File: config.mk
export PLATFORM = sky130hd
export DESIGN_NAME = pqee_divider
export DESIGN_NICKNAME = d
export VERILOG_FILES = /design/src/hw/rtl/pqee_divider.sv
export SDC_FILE = /design/constraint.sdc
export NUM_CORES = 1
export LEC_CHECK = 0
export ABC_AREA = 1
export BUFFER_PORTS_ARGS = -buffer_cell sky130_fd_sc_hd__buf_2
export CORE_MARGIN = 4
export CORE_UTILIZATION = 44
export CTS_CLUSTER_DIAMETER = 200
export DETAILED_ROUTE_END_ITERATION = 6
export HOLD_SLACK_MARGIN = 0.02
export SETUP_SLACK_MARGIN = 0.15
export SYNTH_ARGS = -nofsm -noshare
export SYNTH_HDL_FRONTEND = slang
export SYNTH_SLANG_ARGS = --single-unit
File: constraint.sdc
create_clock -name clk -period 7.7 [get_ports clk]
set_clock_uncertainty 0.2 [all_clocks]
set_input_delay 0.385 -clock clk [delete_from_list [all_inputs] [get_ports clk]]
set_output_delay 0.385 -clock clk [all_outputs]
set_load 0.005 [all_outputs]
File: src/hw/rtl/pqee_divider.sv
// pipelined restoring unsigned divider, BITS_PER quotient bits per stage
// numerator up to 20 bits by an 8-bit divisor; depends on nothing
`default_nettype none
module pqee_divider #(
    parameter int NUM_W    = 20,
    parameter int BITS_PER = 4,
    parameter int TAG_W    = 8
) (
    input  wire logic             clk,
    input  wire logic             rst_n,
    input  wire logic             en,
    input  wire logic             in_valid,
    input  wire logic [NUM_W-1:0] num,
    input  wire logic [7:0]       den,
    input  wire logic [TAG_W-1:0] in_tag,
    output logic                  out_valid,
    output logic [NUM_W-1:0]      quot,
    output logic [TAG_W-1:0]      out_tag
);
    localparam int STAGES = (NUM_W + BITS_PER - 1) / BITS_PER;
    localparam int TOT    = STAGES * BITS_PER;

    logic [TOT-1:0]   q_reg [STAGES+1];
    logic [8:0]       r_reg [STAGES];
    logic [7:0]       d_reg [STAGES];
    logic [TAG_W-1:0] t_reg [STAGES+1];
    logic             v_reg [STAGES+1];

    always_comb
    begin
        q_reg[0] = TOT'(num);
        r_reg[0] = 9'd0;
        d_reg[0] = den;
        t_reg[0] = in_tag;
        v_reg[0] = in_valid;
    end

    for (genvar s = 0; s < STAGES; s++)
    begin : g_stage
        logic [TOT-1:0]   q_next;
        logic [8:0]       r_next;
        logic [TOT-1:0]   q_s_reg;
        logic [TAG_W-1:0] t_s_reg;
        logic             v_s_reg;

        always_comb
        begin
            logic [9:0] trial;
            q_next = q_reg[s];
            r_next = r_reg[s];
            for (int b = 0; b < BITS_PER; b++)
            begin
                trial  = {r_next, q_next[TOT-1]};
                q_next = {q_next[TOT-2:0], 1'b0};
                if (trial >= {2'b00, d_reg[s]})
                begin
                    r_next    = 9'(trial - {2'b00, d_reg[s]});
                    q_next[0] = 1'b1;
                end
                else
                begin
                    r_next = trial[8:0];
                end
            end
        end

        always_ff @(posedge clk or negedge rst_n)
        begin
            if (!rst_n)
            begin
                v_s_reg <= 1'b0;
            end
            else if (en)
            begin
                v_s_reg <= v_reg[s];
            end
        end

        always_ff @(posedge clk)
        begin
            if (en)
            begin
                q_s_reg <= q_next;
                t_s_reg <= t_reg[s];
            end
        end

        always_comb
        begin
            q_reg[s+1] = q_s_reg;
            t_reg[s+1] = t_s_reg;
            v_reg[s+1] = v_s_reg;
        end

        if (s < STAGES - 1)
        begin : g_carry
            logic [8:0] r_s_reg;
            logic [7:0] d_s_reg;

            always_ff @(posedge clk)
            begin
                if (en)
                begin
                    r_s_reg <= r_next;
                    d_s_reg <= d_reg[s];
                end
            end

            always_comb
            begin
                r_reg[s+1] = r_s_reg;
                d_reg[s+1] = d_s_reg;
            end
        end
    end

    assign out_valid = v_reg[STAGES];
    assign quot      = q_reg[STAGES][NUM_W-1:0];
    assign out_tag   = t_reg[STAGES];
endmodule : pqee_divider
`default_nettype wire

Word level (Yosys, flattened, before mapping)
Cells that the tools add are included.
{"block": "word_totals", "mem_count": 0, "mem_bits_ro": 0, "latch_bits": 0, "out_inout_bits": 29, "inputBits": 40, "ff_bits": 213, "word_cells": 101, "mem_bits_rw": 0}
{"block": "classes", "n_reduce_logical": 0, "order_cmp": 20, "n_div": 0, "addsub": 19, "eq_ne": 0, "n_mux": 39, "n_bitwise": 0, "shift": 0, "multipliers": 0}
{"cell": "10-bit by 8-bit greater-or-equal comparator with 1-bit output", "n": 19}
{"cell": "9-bit 2-to-1 mux", "n": 19}
{"cell": "9-bit by 8-bit subtractor with 9-bit output", "n": 18}
{"cell": "1-bit 2-to-1 mux", "n": 20}
{"cell": "1-bit by 8-bit subtractor with 9-bit output", "n": 1}
{"cell": "1-bit by 8-bit greater-or-equal comparator with 1-bit output", "n": 1}

Logic depth before layout (Yosys ltp)
{"block": "depth", "ltp_word": 8, "depth_mapped": 50}

Worst setup path after synthesis
No wires, ideal clock.
{"block": "synth_path", "path_type": "reg-to-reg", "start": "register g_stage[0].q_s_reg[19]", "end": "register g_stage[1].g_carry.r_s_reg[1] (data pin)", "n_path_buf": 2, "required_ns": 7.247, "period_less_slack_ns": 6.860, "arrival_ns": 6.407, "path_slack_ns": 0.840, "stages_incl_launch_ff": 45, "cell_sequence": "edfxtp_1 inv_1 ha_1 inv_1 fa_1 nand2_1 nand2_1 nand2_2 nor2_2 nor2_2 nand3_2 buf_2 mux2_2 ha_1 a21oi_1 o21ai_0 nand2_1 nand3_1 [... 9 more ...] nand3_2 nor2_4 buf_6 nand2_1 o21ai_0 fa_1 nand3_1 nand2_1 inv_1 nor2_1 nor3_1 o21ai_0 inv_1 nand2_1 a21oi_4 nand2_4 nand2_1 nand2_1"}
{"block": "synth_via", "elab_chain_len": 8}
{"item": "start, declared", "line": "42", "text": "logic [TOT-1:0] q_s_reg;"}
{"item": "start signal, assigned", "line": "83", "text": "q_s_reg <= q_next;"}
{"item": "9-bit by 8-bit subtractor with 9-bit output or 10-bit by 8-bit greater-or-equal comparator with 1-bit output (tied branches)", "line": "57, 55"}
{"item": "9-bit 2-to-1 mux (*)", "line": "55", "text": "if (trial >= {2'b00, d_reg[s]})"}
{"item": "9-bit by 8-bit subtractor with 9-bit output or 10-bit by 8-bit greater-or-equal comparator with 1-bit output (tied branches)", "line": "57, 55"}
{"item": "9-bit 2-to-1 mux (*)", "line": "55"}
{"item": "9-bit by 8-bit subtractor with 9-bit output or 10-bit by 8-bit greater-or-equal comparator with 1-bit output (tied branches)", "line": "57, 55"}
{"item": "9-bit 2-to-1 mux (*)", "line": "55"}
{"item": "10-bit by 8-bit greater-or-equal comparator with 1-bit output or 9-bit by 8-bit subtractor with 9-bit output (tied branches)", "line": "55, 57"}
{"item": "9-bit 2-to-1 mux (*)", "line": "55"}
{"item": "named net g_stage[1].r_next[1]", "line": "41", "text": "logic [8:0] r_next;"}
{"item": "end signal, assigned", "line": "104", "text": "r_s_reg <= r_next;"}
{"item": "end, declared", "line": "97", "text": "logic [8:0] r_s_reg;"}
The timed path passes the listed nets; every way through them passes the cells marked *.
A chain may end at the register's enable or synchronous reset.

Worst setup path in the final report
{"block": "layout_path", "start": "register g_stage[0].g_carry.d_s_reg[1]", "end": "register g_stage[1].g_carry.r_s_reg[7] (data pin)"}
{"block": "layout_via", "elab_chain_len": 8}
{"item": "start, declared", "line": "98", "text": "logic [7:0] d_s_reg;"}
{"item": "start signal, assigned", "line": "105", "text": "d_s_reg <= d_reg[s];"}
{"item": "9-bit by 8-bit subtractor with 9-bit output or 10-bit by 8-bit greater-or-equal comparator with 1-bit output (tied branches)", "line": "57, 55"}
{"item": "9-bit 2-to-1 mux", "line": "55"}
{"item": "9-bit by 8-bit subtractor with 9-bit output or 10-bit by 8-bit greater-or-equal comparator with 1-bit output (tied branches)", "line": "57, 55"}
{"item": "9-bit 2-to-1 mux", "line": "55"}
{"item": "9-bit by 8-bit subtractor with 9-bit output or 10-bit by 8-bit greater-or-equal comparator with 1-bit output (tied branches)", "line": "57, 55"}
{"item": "9-bit 2-to-1 mux", "line": "55"}
{"item": "9-bit by 8-bit subtractor with 9-bit output or 10-bit by 8-bit greater-or-equal comparator with 1-bit output (tied branches)", "line": "57, 55"}
{"item": "9-bit 2-to-1 mux (*)", "line": "55"}
{"item": "named net g_stage[1].r_next[7]", "line": "41"}
Marked as above.

==> impl_metrics.yaml <==
synthesis:
  netlist_instances: 1696
  synth_area_leaders: "edfxtp_1 41%, ha_1 13%, nand2_1 9.5%"
  ys.flop_type: "edfxtp_1"
  synth_top_area_share_pct: 40.8
  yosys.area_share.simple_pct: 20.5
  yosys.area_share.xor_xnor_pct: 5.55
  postSynthAreaPerCell_um2: 9.02
  ys_top_cells_by_count: "389 x nand2_1, 238 x inv_1, 208 x edfxtp_1, 154 x ha_1, 112 x a21oi_1"
  syn-cell-area_um2: 15300
  synth.distinct_cells: 52
  yosysTopAreaCell: "edfxtp_1"
  synth-seq-cells: 213
  ys_seq_area_share_pct: 41.7
  synth_mux_area_share_pct: 0.221
  yosysWarningCount: 0
  synthAdderAreaFrac_pct: 15.0
  ys_async_sr_fraction_pct: 2.35
  synth_fp_nets: 1908
  synth_compound_area_share_pct: 10.3
  yosysMostFrequentCell: "nand2_1"
  synth_top_family_by_area: "simple AND/OR/NAND/NOR gates"
  synth_edf_count: 208
timing:
  rsz0062_at_grt: "true"
  timing_hold_violations_final: 0
  fin_hold_ws_ns: 0.117
  fin_crit_sh_pct: 90.5
  period_minus_slack_ns: 6.97
  slew-limit-headroom_pct: 35.3
  slew_violations: 0
  clock.fmax_mhz: 143
  setup_violations: 0
  worst_slew_pin_slew_ns: 0.971
min_path:
  hp-start: "en"
  hold_class: "in2reg"
grt:
  grt_max_degree: 80
  grt_pass1_wl_mm: 53.7
  overflow: 0
  grt_use_total_pct: 16.9
  antenna_found_initial: 0
  grt_pass1_vias: 11200
worst_setup_path:
  critical_path.endpoint: "g_stage[1].g_carry.r_s_reg[7]"
  arrival_ns: 7.06
  critPathLaunchType: "flip-flop"
  crit_path_end_kind: "flip-flop"
  critPathRequiredTime_ns: 7.78
  crit_start: "g_stage[0].g_carry.d_s_reg[1]"
  r2r-end: "g_stage[1].g_carry.r_s_reg[7]"
  timing.rr.start: "g_stage[0].g_carry.d_s_reg[1]"
  path_common_cell: "nand2_1"
  r2r_cells: 44
  path_class: "reg2reg"
  reg2reg_slack_ns: 0.73
  max_stage_delay_ns: 0.47
  slowest_stage: "edfxtp_1"
  crit_fanout: 10
floorplanning:
  io_pins: 69
  rows: 68
  die_w_um: 194
  coreArea_um2: 34500
  die_area_um2: 37800
  floorplan.initialDensity_pct: 44.4
  die_h_um: 194
placement:
  dpl_cell_area_um2: 16200
  dp_hpwl_mm: 25.0
  dp.cells: 2217
  place.gp.congestion: 0.893
  portBuffers: 68
final_layout:
  largest_register_ff_count: 80
  layoutNonFillerInstCount: 2317
  finalInstanceArea_um2: 17800
  drive_gt1_share_pct: 14.4
  diodes: 0
  fin_nets: 2057
  area_growth_pct: 16.1
  fillers: 3264
cts:
  cts.path.max_buffers: 3
  clockRootBuffer: "clkbuf_16"
  numCtsBuffers: 26
  cts_sinks: 213
  htreeDepth: 1
  clkLatencyLatePin_ns: 0.54
  cts_tree: "yes"
  clkTransAtPathRegs_ns: 0.06
detailed_routing:
  vias: 11500
  vias_per_cell: 4.98
  routedWlPerCell_um: 14.1
  drc: 0
  drt_iter0_drc: 543
  routed_wirelength_mm: 32.6
  ant_nets: 0
  drt_first_pass_iters: 5
run_status:
  status: "complete, no violations"
flow_run:
  drv_cap: 0
metrics by stage:
step,TNS [ns],setup slack (ns),util (%)
2_1_floorplan,0,0.840,-
3_3_place_gp,-1.91,-0.216,47.0
3_5_place_dp,-2.76,-0.298,47.0
4_1_cts,0,0.154,50.8
5_1_grt,0,0.0663,51.5
6_report,0,0.729,51.5
kinds of logic after synthesis:
family,Yosys count
simple gates,679
compound gates,269
buf+inv,263
flops,213
fa+ha+maj,172
xor+xnor,97
mux,3
worst min-delay path by stage:
| stage | endpoint | depth (start not counted) | slack [ns] |
|---|---|---|---|
| after floorplan | g_stage[0].v_s_reg | 0 | -0.11 |
| after global placement | g_stage[0].v_s_reg | 1 | 0.004 |
| after detailed placement | g_stage[3].v_s_reg | 1 | 0.008 |
| after CTS | g_stage[1].q_s_reg[1] | 1 | 0.10 |
| after global routing | g_stage[0].q_s_reg[16] | 1 | 0.12 |
| final | g_stage[3].v_s_reg | 2 | 0.12 |
worst max-delay path: cells and delay by family, from the launching register on:
kind / cells / cell delay [ns]
AOI/OAI and AO/OA: 10 / 1.39
adders and majority gates: 4 / 1.57
buffers and inverters: 9 / 0.91
DFF: 1 / 0.47
and+or+nand+nor: 21 / 2.16
placed cells by master (no fill, tap or decap), types with 13 or more instances in the layout:
cell / instances
fa_1: 17
nand4_1: 16
o21ai_1: 27
edfxtp_1: 208
nor3_1: 16
buf_2: 67
a21oi_1: 108
xnor2_1: 38
buf_4: 25
nand2_1: 389
inv_2: 13
dlygate4sd3_1: 36
nand2_2: 17
nand3_1: 79
xor2_1: 59
o21ai_2: 21
inv_1: 233
ha_1: 153
nor2_4: 13
o21ai_0: 62
nor2_1: 90
clkbuf_16: 27
layer usage:
layer	GRT usage, %	part of all wire, %	up-vias
met2	30.7	50	171
li1	-	-	6017
met3	2.27	3.5	44
met4	3.67	2.2	0
met1	21.4	44	5313
met5	0	0	-
area by class of cell:
class | count | area [um^2] | share of cell area, %
clock buffer | 30 | 687 | 3.87
clock inverter | 15 | 213 | 1.20
inverter | 251 | 955 | 5.38
multi-input combinational | 1221 | 8020 | 45.2
sequential | 213 | 6370 | 35.9
tap | 455 | 569 | 3.21
timing repair buffer | 131 | 938 | 5.28
timing repair inverter | 1 | 5.00 | 0.0282
timing repair:
item,4_1_cts,5_1_grt
setup buffers,4,13
hold buffers,36,0
hold endpoints to repair,39,0
resized for setup,5,44
endpoints found under the setup margin,10,41
pin swaps,1,13
cloned,0,2
Power is not shown: default switching activity piles up to over one toggle a cycle in this logic, so the estimate is an artifact.
